## config.mk

```make
export PLATFORM = sky130hd
export DESIGN_NAME = bior_recomb
export DESIGN_NICKNAME = d
export VERILOG_FILES = /design/src/rtl/bior_pkg.sv /design/src/rtl/bior_recomb.sv
export SDC_FILE = /design/constraint.sdc
export NUM_CORES = 2
export LEC_CHECK = 0
export BUFFER_PORTS_ARGS = -buffer_cell sky130_fd_sc_hd__buf_2
export CAP_MARGIN = 0
export CORE_ASPECT_RATIO = 1.25
export CORE_UTILIZATION = 45
export DETAILED_ROUTE_END_ITERATION = 7
export GPL_ROUTABILITY_DRIVEN = 1
export PLACE_DENSITY = 0.72
export SLEW_MARGIN = 25
export SYNTH_ARGS = -nofsm -noshare
export SYNTH_HDL_FRONTEND = slang
export SYNTH_SLANG_ARGS = --single-unit
```

## constraint.sdc

```tcl
create_clock -name clk_i -period 7 [get_ports clk_i]
set_input_delay 1.4 -clock clk_i [delete_from_list [all_inputs] [get_ports clk_i]]
set_output_delay 1.4 -clock clk_i [all_outputs]
set_load 0.005 [all_outputs]
```

## src/rtl/bior_pkg.sv

```systemverilog
// Package for the band interleave offset remapper.
// Holds field widths, order codes, register indexes and the divider sideband type.
// No dependencies.
package bior_pkg;

  localparam int unsigned DIM_W = 16;
  localparam int unsigned OFF_W = 31;
  localparam int unsigned OUT_W = 48;
  localparam int unsigned CFG_IDX_W = 3;

  // Interleave order codes; code three behaves as BSQ
  typedef enum logic [1:0] {
    ORD_BSQ = 2'd0,
    ORD_BIL = 2'd1,
    ORD_BIP = 2'd2,
    ORD_RSV = 2'd3
  } order_e;

  // Configuration register indexes
  typedef enum logic [CFG_IDX_W-1:0] {
    REG_SRC_ORDER = 3'd0,
    REG_DST_ORDER = 3'd1,
    REG_SRC_FAST  = 3'd2,
    REG_SRC_MID   = 3'd3,
    REG_SRC_SLOW  = 3'd4,
    REG_DST_FAST  = 3'd5,
    REG_DST_MID   = 3'd6,
    REG_DST_SLOW  = 3'd7
  } reg_idx_e;

  // Values carried alongside a division
  typedef struct packed {
    logic [DIM_W-1:0] f;
  } side_t;

endpackage

```

## src/rtl/bior_recomb.sv

```systemverilog
// Rebuilds the destination offset f + Df*(m + Dm*s) over four register stages.
// Depends on bior_pkg.
module bior_recomb (
  input  logic                       clk_i,
  input  logic                       rst_ni,
  input  logic                       valid_i,
  input  logic [bior_pkg::DIM_W-1:0] a_i,
  input  logic [bior_pkg::DIM_W-1:0] b_i,
  input  logic [bior_pkg::DIM_W-1:0] c_i,
  input  logic [bior_pkg::DIM_W-1:0] df_i,
  input  logic [bior_pkg::DIM_W-1:0] dm_i,
  output logic                       valid_o,
  output logic [bior_pkg::OUT_W-1:0] dest_o
);

  localparam int unsigned DW = bior_pkg::DIM_W;

  logic [3:0]        vld_q;
  logic [DW-1:0]     a1_q, a2_q, a3_q, b1_q;
  logic [2*DW-1:0]   p1_q;
  logic [2*DW:0]     t_q;
  logic [3*DW:0]     p2_q;
  logic [bior_pkg::OUT_W-1:0] out_q;
  logic [3*DW:0]     sum_d;

  // valid chain
  always_ff @(posedge clk_i or negedge rst_ni) begin
    if (!rst_ni) begin
      vld_q <= '0;
    end else begin
      vld_q <= {vld_q[2:0], valid_i};
    end
  end

  assign sum_d = p2_q + (3*DW+1)'(a3_q);

  // multiply, add, multiply, add
  always_ff @(posedge clk_i) begin
    p1_q  <= dm_i * c_i;
    a1_q  <= a_i;
    b1_q  <= b_i;
    t_q   <= (2*DW+1)'(p1_q) + (2*DW+1)'(b1_q);
    a2_q  <= a1_q;
    p2_q  <= (3*DW+1)'(df_i) * (3*DW+1)'(t_q);
    a3_q  <= a2_q;
    out_q <= sum_d[bior_pkg::OUT_W-1:0];
  end

  assign valid_o = vld_q[3];
  assign dest_o  = out_q;

endmodule

```

* After elaboration in Yosys (flattened, before gate mapping)
Cells that the tools add are included.
** Word-level totals
- Register bits :: 229
- Bits of input ports :: 83
- Output and inout bits :: 49
- Logic and storage cells :: 13
** Operators by class
- Add/sub/neg operators :: 2
- Multiply operators :: 2
** Operator list (number)
- $add 48x16->48 :: 1
- $mul 16x33->48 :: 1
- $add 32x16->33 :: 1
- $mul 16x16->32 :: 1

* Depth between registers and ports, before layout
- Word-level depth :: 1
- Mapped depth :: 24
- Mapped depth without buffers :: 22

* Least setup slack after synthesis
OpenSTA, ideal clock, no wires.
- Path type :: input to register
- From :: input dm_i[14] (netlist name)
- To :: register p1_q[30]
- Library setup time :: 0.072 ns
- Data arrival time :: 6.825 ns
- Data required time :: 6.928 ns
- Slack :: 0.103 ns
- Cell stages on the path :: 23
- Path buffers :: 2
- Cell sequence :: clkbuf_1 > nand2_1 > fa_1 > inv_1 > fa_1 > inv_1 > fa_1 > inv_1 > fa_1 > inv_1 > fa_1 > fa_1 > inv_1 > ha_1 > buf_2 > a211oi_1 > o21ai_0 > a221oi_1 > nand2_1 > a31oi_1 > o21ai_1 > o41ai_1 > xnor2_1
** Between the ends
- Cells in the longest elaborated chain, start to end :: 1
** Ends and longest elaborated chain
- start, declared :: RTL line bior_recomb.sv:11 : input logic [bior_pkg::DIM_W-1:0] dm_i,
- $mul 16x16->32 :: RTL line bior_recomb.sv:39 : p1_q <= dm_i * c_i;
- end signal, assigned :: RTL line bior_recomb.sv:39
- end, declared :: RTL line bior_recomb.sv:20 : logic [2*DW-1:0] p1_q;
No other way between the ends.

* Worst setup path after layout
- From :: input df_i[10] (netlist name)
- To :: register p2_q[46]
** Between the ends
- Cells in the longest elaborated chain, start to end :: 1
** Ends and longest elaborated chain
- start, declared :: RTL line bior_recomb.sv:10 : input logic [bior_pkg::DIM_W-1:0] df_i,
- $mul 16x33->48 :: RTL line bior_recomb.sv:44 : p2_q <= (3*DW+1)'(df_i) * (3*DW+1)'(t_q);
- end signal, assigned :: RTL line bior_recomb.sv:44
- end, declared :: RTL line bior_recomb.sv:22 : logic [3*DW:0] p2_q;
No other way between the ends.

==> summary.md <==
| Metric | Value |
|---|---|
| Synth async-reset ratio | 1.75% |
| Setup TNS | 0 ns |
| Fmax | 0.149 GHz |
| CP Data Arrival Time | 7.15 ns |
| Post-DRT Antenna Nets | 0 |
| DR iter-0 viols | 1,436 |
| Routed vias | 23,800 |
| Yosys reg bits | 229 |
| Total gr overflow | 0 |
| Final Worst Setup Slack | 0.268 ns |
| Post-synth EDFFs | 0 |
| Routed vias/inst | 5.04 |
| Unique cell type count in the Yosys netlist | 76 |
| DRC viols | 0 |
| Yosys warning count | 0 |
| CP startpoint | df_i[10] |
| DP Worst Slack | -0.405 ns |
| # IOs | 132 |
| CTS tree | yes |
| Max-slew violation count | 0 |
| Utilization after layout | 51.0% |
| Yosys top cell by area | fa_1 |
| Initial antenna violation count | 0 |
| Data required, critical path | 7.42 ns |
| Tcrit/Tclk final | 96.2% |
| HPWL after DPL | 62,000 um |
| Layout Nets | 4,724 |
| Cts bufs inserted | 23 |
| Share of layout cells above drive strength 1 | 11.4% |
| Chip Width | 241 um |
| Max-cap viol count | 0 |
| Hold WS | 0.326 ns |
| CP max FO | 18 |
| DRT Pass-1 Iters | 6 |
| Critical Path Most Common Cell | fa_1 |
| Initial core utilization | 45.4% |
| Slowest Stage Delay on Critical Path | 0.58 ns |
| DRT Wirelength | 73,900 um |
| Global Route Usage Sum | 21.4% |
| Clk slew on worst S/H paths | 0.06 ns |
| First-pass GRT wire length | 124,000 um |
| Final RePlAce weighted congestion | 0.896 |
| Final setup viols | 0 |
| I/O Buffers | 131 |
| Vias in the first global route | 25,800 |
| Status | finished clean |
| Area grow syn2layout | 12.4% |
| CP endpoint kind | register |
| Slowest CP cell | fa_1 |
| Ranking of synthesized cells by area | fa_1 39%, dfxtp_1 14%, ha_1 9.9%, inv_1 8.3%, nand2_1 6.8% |
| Type of the most critical hold path | reg2reg |
| Post-Synthesis Cell Area | 32,000 um2 |
| Slew margin rel. | 37.1% |
| WS Path Type | in2reg |
| Mean post-synth cell area | 9.14 um2 |
| Root Driver | clkbuf_16 |
| FP Rows | 109 |
| Setup Buffers After CTS | 0 |
| Seq/Total Area, Yosys | 14.4% |
| Fin crit period | 6.73 ns |
| H-Tree Depth | 1 |
| Syn_nets | 4,468 |
| Worst Max-Slew Pin Slew | 0.942 ns |
| Final hold vios | 0 |
| Worst reg2reg startpoint | t_q[12]$_DFF_P_ |
| Diode count | 0 |
| Die area | 72,300 um2 |
| Clock Sinks | 229 |
| Clock Tree Buf Depth | 3 |
| Crit-path cells | buf_2 -> nand2_1 -> fa_1 -> inv_1 -> fa_1 -> fa_1 -> fa_1 -> fa_1 -> inv_1 -> fa_1 -> inv_1 -> ha_1 -> nand2_1 -> o21ai_0 -> a21oi_1 -> o221ai_1 -> o21ai_2 -> a211oi_1 -> buf_4 -> o2111a_1 -> nor3_1 |
| Commonest non-fill, non-tap cell in the layout | inv_1 |
| Hold wc startpoint | a2_q[1]$_DFF_P_ |
| Clk_skew | 0.0301 ns |
| Largest net degree at the start of global routing | 34 |
| Top FF cell, synth | dfxtp_1 |
| Synth top area share | 39.2% |
| Wire length per cell | 15.7 um |
| Syn Inst Count | 3,505 |
| Crit start category | primary input |
| Most frequent cells in the layout | 710 x inv_1, 627 x fa_1, 582 x nand2_1, 297 x and2_1, 253 x ha_1 |
| Clk_lat worst skew | 0.56 ns |
| RSZ-0062 raised after global routing | no |
| Core Area | 70,600 um2 |
| Die height | 300 um |
==> worst max-delay path, delay by kind of cell <==
family | cells | cell delay [ns]
buf+inv | 5 | 0.69
simple gates | 3 | 0.29
fa+ha+maj | 7 | 3.36
compound gates | 6 | 1.39
==> cell usage after synthesis, types with 5 or more instances <==
cell type,instances
nor2_1,84
o21a_1,8
nand3_1,24
and2_1,297
clkbuf_1,127
nor3_1,20
o21ai_1,6
nand2_1,582
fa_1,627
nand4_1,27
o211ai_1,10
nor4_1,9
inv_1,710
dfxtp_1,225
o21bai_1,12
and4_1,5
a31oi_1,6
buf_2,6
and3_1,19
a21o_1,37
a211oi_1,17
nand2b_1,11
xor2_1,63
a211o_1,9
nor2b_1,14
a21oi_1,88
xnor2_1,77
ha_1,253
o21ai_0,47
==> cells by family after synthesis <==
| family | share of synthesized area [%] |
|---|---|
| xor gates and xnor gates | 3.83 |
| buffers and inverters | 9.94 |
| and+or+nand+nor | 16.4 |
| DFF | 14.4 |
| adders and majority gates | 49.1 |
| muxes | 0.125 |
| AOI/OAI and AO/OA | 6.32 |
==> metrics by stage <==
stage	area (um2)	std cells
after floorplan	32000	3505
after global placement	35200	4679
after detailed placement	35200	4679
after CTS	36000	4720
after global routing	36000	4720
final	36000	4720
==> layer usage <==
metal  global-route usage, %  vias up  wire, um
met1                    25.6    11700     29400
met2                    38.8      766     37300
li1                        -    11100         -
met3                    3.22      168      4800
met5                       0        -         0
met4                    7.40        0      2460
==> path summary, 6_finish.rpt <==
kind / to / slack [ns] / cells after the start
max reg2reg: p2_q[46]$_DFF_P_ / 0.60 / 21
min: a3_q[1]$_DFF_P_ / 0.33 / 0
min in group asynchronous: vld_q[0]$_DFF_PN0_ / 0.63 / 1
min reg2reg: a3_q[1]$_DFF_P_ / 0.33 / 0
max in group asynchronous: vld_q[3]$_DFF_PN0_ / 6.26 / 1
max: p2_q[46]$_DFF_P_ / 0.27 / 21
==> flip-flops by register name, indices dropped and copies added (netlist names) <==
signal and cells:
a1_q 16, b1_q 16, p2_q 48, vld_q 4, p1_q 32, t_q 33
a3_q 16, a2_q 16, dest_o 48
==> final cells by class <==
type / count / area [um2]
Clock buffer: 33 / 673
Clock inverter: 8 / 119
Fill cell: 6501 / 34600
Inverter: 710 / 2670
Multi-Input combinational cell: 2430 / 24300
Sequential cell: 229 / 4600
Timing Repair Buffer: 367 / 2500
Tap cell: 943 / 1180
==> repair_timing <==
action	4_1_cts	5_1_grt
endpoints found under the setup margin	0	18
gates resized for setup	0	11
hold buffers	0	0
Power is left out: the tool's default activity adds up to more than one toggle a clock period on the data nets, which glitch-free logic cannot reach.
