**src/rtl/bior_pkg.sv**
```systemverilog
// Package for the band interleave offset remapper.
// Holds field widths, order codes, register indexes and the divider sideband type.
// No dependencies.
package bior_pkg;

  localparam int unsigned DIM_W = 16;
  localparam int unsigned OFF_W = 31;
  localparam int unsigned OUT_W = 48;
  localparam int unsigned CFG_IDX_W = 3;

  // Interleave order codes; code three behaves as BSQ
  typedef enum logic [1:0] {
    ORD_BSQ = 2'd0,
    ORD_BIL = 2'd1,
    ORD_BIP = 2'd2,
    ORD_RSV = 2'd3
  } order_e;

  // Configuration register indexes
  typedef enum logic [CFG_IDX_W-1:0] {
    REG_SRC_ORDER = 3'd0,
    REG_DST_ORDER = 3'd1,
    REG_SRC_FAST  = 3'd2,
    REG_SRC_MID   = 3'd3,
    REG_SRC_SLOW  = 3'd4,
    REG_DST_FAST  = 3'd5,
    REG_DST_MID   = 3'd6,
    REG_DST_SLOW  = 3'd7
  } reg_idx_e;

  // Values carried alongside a division
  typedef struct packed {
    logic [DIM_W-1:0] f;
  } side_t;

endpackage

```
**src/rtl/bior_div.sv**
```systemverilog
// Pipelined restoring divider, one quotient bit per register stage.
// Depends on bior_pkg. Divisor must be non-zero and stable while items are in flight.
module bior_div (
  input  logic                      clk_i,
  input  logic                      rst_ni,
  input  logic                      valid_i,
  input  logic [bior_pkg::OFF_W-1:0] num_i,
  input  logic [bior_pkg::DIM_W-1:0] den_i,
  input  bior_pkg::side_t           side_i,
  output logic                      valid_o,
  output logic [bior_pkg::OFF_W-1:0] quot_o,
  output logic [bior_pkg::DIM_W-1:0] rem_o,
  output bior_pkg::side_t           side_o
);

  localparam int unsigned NW = bior_pkg::OFF_W;
  localparam int unsigned DW = bior_pkg::DIM_W;

  // stage i holds the state after i+1 quotient bits
  logic            vld_q  [NW];
  logic [NW-1:0]   num_q  [NW];
  logic [DW-1:0]   rem_q  [NW];
  bior_pkg::side_t side_q [NW];

  for (genvar i = 0; i < NW; i++) begin : g_stage
    logic            vld_in;
    logic [NW-1:0]   num_in;
    logic [DW-1:0]   rem_in;
    bior_pkg::side_t side_in;
    logic [DW:0]     trial;
    logic            ge;

    // stage input: the ports for the first stage, the previous stage otherwise
    if (i == 0) begin : g_first
      assign vld_in  = valid_i;
      assign num_in  = num_i;
      assign rem_in  = '0;
      assign side_in = side_i;
    end else begin : g_next
      assign vld_in  = vld_q[i-1];
      assign num_in  = num_q[i-1];
      assign rem_in  = rem_q[i-1];
      assign side_in = side_q[i-1];
    end

    // shift next dividend bit into the partial remainder and try a subtract
    assign trial = {rem_in, num_in[NW-1]};
    assign ge    = trial >= {1'b0, den_i};

    always_ff @(posedge clk_i or negedge rst_ni) begin
      if (!rst_ni) begin
        vld_q[i] <= 1'b0;
      end else begin
        vld_q[i] <= vld_in;
      end
    end

    always_ff @(posedge clk_i) begin
      rem_q[i]  <= ge ? DW'(trial - {1'b0, den_i}) : trial[DW-1:0];
      num_q[i]  <= {num_in[NW-2:0], ge};
      side_q[i] <= side_in;
    end
  end

  assign valid_o = vld_q[NW-1];
  assign quot_o  = num_q[NW-1];
  assign rem_o   = rem_q[NW-1];
  assign side_o  = side_q[NW-1];

endmodule

```
**config.mk**
```make
export PLATFORM = sky130hd
export DESIGN_NAME = bior_div
export DESIGN_NICKNAME = d
export VERILOG_FILES = /design/src/rtl/bior_pkg.sv /design/src/rtl/bior_div.sv
export SDC_FILE = /design/constraint.sdc
export NUM_CORES = 2
export LEC_CHECK = 0
export BUFFER_PORTS_ARGS = -buffer_cell sky130_fd_sc_hd__buf_2
export CORE_MARGIN = 1.5
export CORE_UTILIZATION = 38
export CTS_CLUSTER_DIAMETER = 80
export DETAILED_ROUTE_END_ITERATION = 10
export GPL_ROUTABILITY_DRIVEN = 0
export MAX_ROUTING_LAYER = met4
export PLACE_DENSITY = 0.56
export SLEW_MARGIN = 20
export SYNTH_ARGS = -nofsm -noshare
export SYNTH_HDL_FRONTEND = slang
export SYNTH_SLANG_ARGS = --single-unit
```
**constraint.sdc**
```tcl
create_clock -name clk_i -period 3.45 [get_ports clk_i]
set_input_delay 1.035 -clock clk_i [delete_from_list [all_inputs] [get_ports clk_i]]
set_output_delay 1.035 -clock clk_i [all_outputs]
set_load 0.01 [all_outputs]
```
Word-level counts from Yosys, hierarchy flattened
Memory sizes are Yosys's and may differ from the RTL's.
Cells that the tools add are included.
{ "word_totals": {"register_bits": 31, "mem_bits_rw": 1953, "memories": 3} }
{ "classes": {"add_sub_neg": 31, "n_lt_le_gt_ge": 31, "muxes": 31} }
{ "mem_list": {"columns": ["memory", "words", "width", "read_ports", "rd_ports_with_merged_regs", "write_ports", "line_no", "rtl"], "rows": [
  ["num_q", 31, 31, 31, 0, 31, "bior_div.sv:21", "logic [NW-1:0] num_q [NW];"],
  ["rem_q", 31, 16, 31, 0, 31, "bior_div.sv:22", "logic [DW-1:0] rem_q [NW];"],
  ["side_q", 31, 16, 31, 0, 31, "bior_div.sv:23", "bior_pkg::side_t side_q [NW];"]
]} }
{ "ops": {"columns": ["cell", "count"], "rows": [
  ["$ge 17x16->1", 30],
  ["$mux 16", 31],
  ["$sub 16x16->16", 30],
  ["$ge 1x16->1", 1],
  ["$sub 1x16->16", 1]
]} }

Logic depth before layout (Yosys ltp)
An unclocked memory read counts as a cell.
{ "logic_depth": {"word_depth": 3, "depth_mapped": 14} }

Worst setup path after synthesis
OpenSTA, ideal clock, no wires.
{ "synth_path": {"kind": "input to register", "startpoint": "input port den_i[1] in the netlist's numbering", "endpoint": "memory rem_q[0][137] in the netlist's numbering", "t_arrival_ns": 4.258, "setup_slack_ns": -0.929, "stages": 14, "n_path_buf": 3, "cell_sequence": "clkbuf_1 inv_1 ha_1 nor2b_1 o31a_1 o41a_1 a211oi_2 o31ai_1 nor2_1 o21ai_1 a211o_1 buf_6 buf_6 mux2_4"} }
{ "synth_rtl": {"columns": ["element", "line_no", "rtl"], "rows": [
  ["from (decl)", "bior_div.sv:8", "input logic [bior_pkg::DIM_W-1:0] den_i,"],
  ["to (decl)", "bior_div.sv:22", null]
]} }

==> results.md <==
- The worst setup path is of the input pin to flip-flop kind.
- A synthesized cell averages 11.80 um2.
- After global routing the overflow that remains totals 0.
- The share of final-layout standard cells stronger than drive strength 1 is 26.45%.
- The run finished with clean final reports.
- The effective utilization at floorplan is 38.36%.
- For this design the total switching power over the nets is 24.34 mW.
- After detailed routing, the met3 layer carries 5738 um of wire.
- IR analysis of the VDD net gives a maximum drop of 0.4912 mV.
- The cell at the root of the clock tree is sky130_fd_sc_hd__clkbuf_16.
- Counting both buffers and inverters, the worst setup path holds a total of 4.
- For the pin with the worst max-slew slack, the measured transition is 0.6507 ns.
- The total nets after synthesis is 6248.
- The synthesized design spends more area on one cell type than any other, namely sky130_fd_sc_hd__dfxtp_1.
- Measured in cells, the most critical reg-to-reg path has a length of 10.
- The signal on the critical path passes through buf_4 > clkinvlp_4 > buf_12 > ha_1 > nor2b_1 > o31ai_4 > a211oi_1 > a2111oi_2 > o41a_1 > a21oi_1 > or4_1 > buf_4 > mux2_2.
- The wire-length estimate of the detail-placed layout is 105100 um.
- The area enclosed by the die boundary is 178600 um2.
- The H-tree was split into 4 levels.
- The sequential cells in the finished layout cover a total of 39870 um2.
- The library cell used most frequently in the layout, excluding fill and tap cells, is sky130_fd_sc_hd__dfxtp_1.
- The critical register-to-register path startpoint is rem_q[1][80].
- The sequential element share of the synthesized area is 59.61%.
- The total count of max-transition violations in the final report came to 0.
- Entering global routing, the biggest net connects 32 pins.
- The total count of hold-check failures in the final report is 0.
- STA classifies the critical path endpoint as a flip-flop.
- The largest buffer count on any clock path is 3.
- Counting the buffers created by CTS gives 203.
- Among the stages of the critical path, the cell type that occurs most often is sky130_fd_sc_hd__buf_4.
- Using the TritonRoute via totals, the vias-per-cell ratio works out to 4.639.
- The post-CTS repair timing setup buffer count is 0.
- Clock skew on the completed layout was measured at 0.05975 ns.
- The gate count of the mapped netlist is 5670.
- The first TritonRoute pass finished after 7 iterations.
- The number of nets in the layout is 7573.
- The analysis attributes to cell leakage a power of 38.69 nW.
- The filler cell count in the final layout is 15428.
- On the worst path, the slowest cell contributes a delay of 0.46 ns.
- The clock reaches the later pin of the worst-skew pair after 0.86 ns.
- Based on the critical path, the design can be clocked at up to 0.3037 GHz.
- The type of the most critical hold path is input pin to async pin.
- The count of buffers added on input and output ports is 129.
- The type of origin of the critical path is an input pin.
- The count of nets left with antenna violations after detail routing is 0.
- The number of different library cells used by synthesis comes to 80.
- The internal portion of the total power is 56.36 mW.
- The post-detailed-route DRC marker count is 0.
- The most used flip-flop cell after synthesis is sky130_fd_sc_hd__dfxtp_1.
- Setup violations remaining at the end of the flow were counted as 0.
- For this run, the share of the core covered by cells in the final layout is 49.42%.
- The clock tree from TritonCTS is built.
- The via count of the first global-routing pass is 44044.
- The initial antenna violation count is 3.
- The number of synthesis warnings is 0.
- Before CTS, the worst setup slack after placement is -0.7145 ns.
- The power density of the placed cells is 936.4 nW/um2.
- The first-pass GRT wire length is 228200 um.
- The reg-to-reg endpoint is rem_q[1][107].
- In the layout the commonest cells are 1953 x sky130_fd_sc_hd__dfxtp_1, 994 x sky130_fd_sc_hd__buf_4, 481 x sky130_fd_sc_hd__ha_1.
- For the worst setup path, the data arrival time is 4.04 ns.
- Relative to the synthesized area, the layout overhead comes to 28.85%.
- The max-capacitance violation count is 0.
- For this block, the routed nets add up to 142200 um of wire.
- Signal routing reaches up to met4.
- The launch point of the worst path is den_i[1].
- In this run, flip-flops and latches consume 36.6% of the power.
- The clock slew at the register clock pins of the worst setup and hold paths is 0.06 ns.
- The region available for standard cell placement spans 174400 um2.
- In the final layout, the multi-input gates occupy 25990 um2.
- The library cell contributing the largest single delay on the critical path is sky130_fd_sc_hd__or4_1.
- The floorplan has 153 rows.
- In this run, the clock network consumes 28.1% of the power.
- The normalized max-slew margin is 55.50%.
- The total routing usage reported by global routing is 16.39%.
- In this run the worst path has a maximum fanout of 28.
- Ranked by total cell area, the synthesized netlist is headed by sky130_fd_sc_hd__dfxtp_1 58%, sky130_fd_sc_hd__ha_1 9.0%, sky130_fd_sc_hd__mux2_2 4.6%.
- Across all layers, the routed design uses 44071 vias.
- For this block, wires on met1 add up to 66790 um.
- The flop and latch count out of synthesis is 1984.
- The mean routed wirelength per cell is 14.97 um.
- Counting I/O delays and the setup requirement, the final critical path takes 3.293 ns.
- The data required time at the worst endpoint is 4.19 ns.
- After the first detailed-routing iteration, the DRC count stood at 1815.
- The width of the chip is 422.6 um.
- In the detailed route, the total length drawn on met2 is 64850 um.
- After synthesis the cells add up to 66890 um2.
- The setup slack of the most critical reg-to-reg path is 0.42 ns.
- The combinational group share of total power is 35.3%.
- The top cell family by delay on the critical path is compound AO/OA/AOI/OAI gates.
- The die outline height is 422.6 um.
- 130 I/O pins were placed.
- The final cycle utilization of the critical path is 95.44%.
- The antenna diode instance count is 0.
- Setup repair after global routing left no endpoint under its margin.
- The worst path meets setup with 0.1574 ns of slack.
- The number of flops mapped to enable cells by yosys is 0.
- The fraction of power spent switching nets is 30.16%.
- The number of clock sinks is 1984.
- The proportion of synthesized flip-flops having asynchronous set or reset is 1.563%.
- The proportion of netlist area held by the largest area contributor is 58.45%.
[metrics by stage]
step	hold WS (ns)	TNS [ns]	total power, mW	instance area, um2	instances
CTS	0.1465	0	81.71	86180	9500
detailed placement	0.3121	-233.31	58.33	78930	9115
finish	0.2184	0	80.70	86190	9500
floorplan	0.3096	-215.55	47.19	67010	5670
global placement	0.3095	-219.99	57.87	78930	9115
global route	0.2051	0	86.10	86190	9500
[final cells by class]
cell class                 count  area share (%)
sequential                  1984           46.26
multi-input combinational   3405           30.15
timing repair buffer        1184           10.84
clock buffer                 264           6.613
tap                         2325           3.375
clock inverter               121           1.799
inverter                     217          0.9581
[how the worst max path moves through the flow]
stage,slack (ns),end,cells after the start
6_report,0.16,rem_q[1][107],13
3_3_place_gp,-0.66,rem_q[1][8],15
2_1_floorplan,-0.79,rem_q[0][169],14
5_1_grt,0.008,rem_q[1][40],15
4_1_cts,0.23,rem_q[0][218],14
3_5_place_dp,-0.71,rem_q[1][107],13
[sequential cells by signal (all words and copies together), names as in the netlist]
register        count
rem_q             496
side_q            496
g_stage.vld_in     30
num_q             961
valid_o             1
[power groups by stage]
stage	Sequential [mW]	Clock (mW)	Combinational (mW)
6_report	29.5	22.7	28.5
5_1_grt	30.0	24.5	31.6
4_1_cts	29.6	23.5	28.6
3_5_place_dp	30.0	0	28.3
3_3_place_gp	30.1	0	27.8
2_1_floorplan	29.1	0	18.1
[routing by layer]
layer  GRT usage, %  vias to the layer above
li1               -                    22612
met1          20.66                    20494
met2          26.14                      680
met3          2.909                      285
met4          6.253                        0
met5              -                        -
[cells by family (layout without fill, tap and decap cells)]
kind of cell / count (synthesis) / after routing / share of synthesized area, %
DFF: 1984 / 1984 / 59.61
muxes: 337 / 337 / 5.664
xor gates and xnor gates: 340 / 340 / 4.452
adders and majority gates: 512 / 512 / 9.914
AOI/OAI and AO/OA: 1066 / 1066 / 10.28
buffers and inverters: 281 / 1786 / 1.698
and+or+nand+nor: 1150 / 1150 / 8.382
[timing repair]
item | in CTS | in global routing
gates resized for setup | 0 | 1
hold buffers | 0 | 0
endpoints found under the setup margin | 0 | 15
[synth_stat cells, drive strengths merged, types with 12 or more instances]
| cell type | count |
|---|---|
| nor4 | 27 |
| or3 | 46 |
| xnor2 | 236 |
| mux2i | 50 |
| o21bai | 19 |
| o31a | 18 |
| nor3 | 107 |
| a31oi | 24 |
| a21oi | 322 |
| ha | 482 |
| nor2 | 352 |
| clkbuf | 36 |
| a21boi | 52 |
| inv | 217 |
| fa | 30 |
| a2111oi | 18 |
| a211oi | 47 |
| and4 | 14 |
| nand4 | 64 |
| o31ai | 38 |
| xor2 | 104 |
| a21o | 98 |
| nand2b | 58 |
| o21ai | 234 |
| dfxtp | 1953 |
| or2 | 17 |
| a311oi | 12 |
| and3 | 39 |
| nand3 | 77 |
| o211ai | 24 |
| mux2 | 287 |
| o21a | 64 |
| nor2b | 85 |
| dfrtp | 31 |
| buf | 28 |
| nand2 | 229 |
Power figures use the tool's default switching activity.
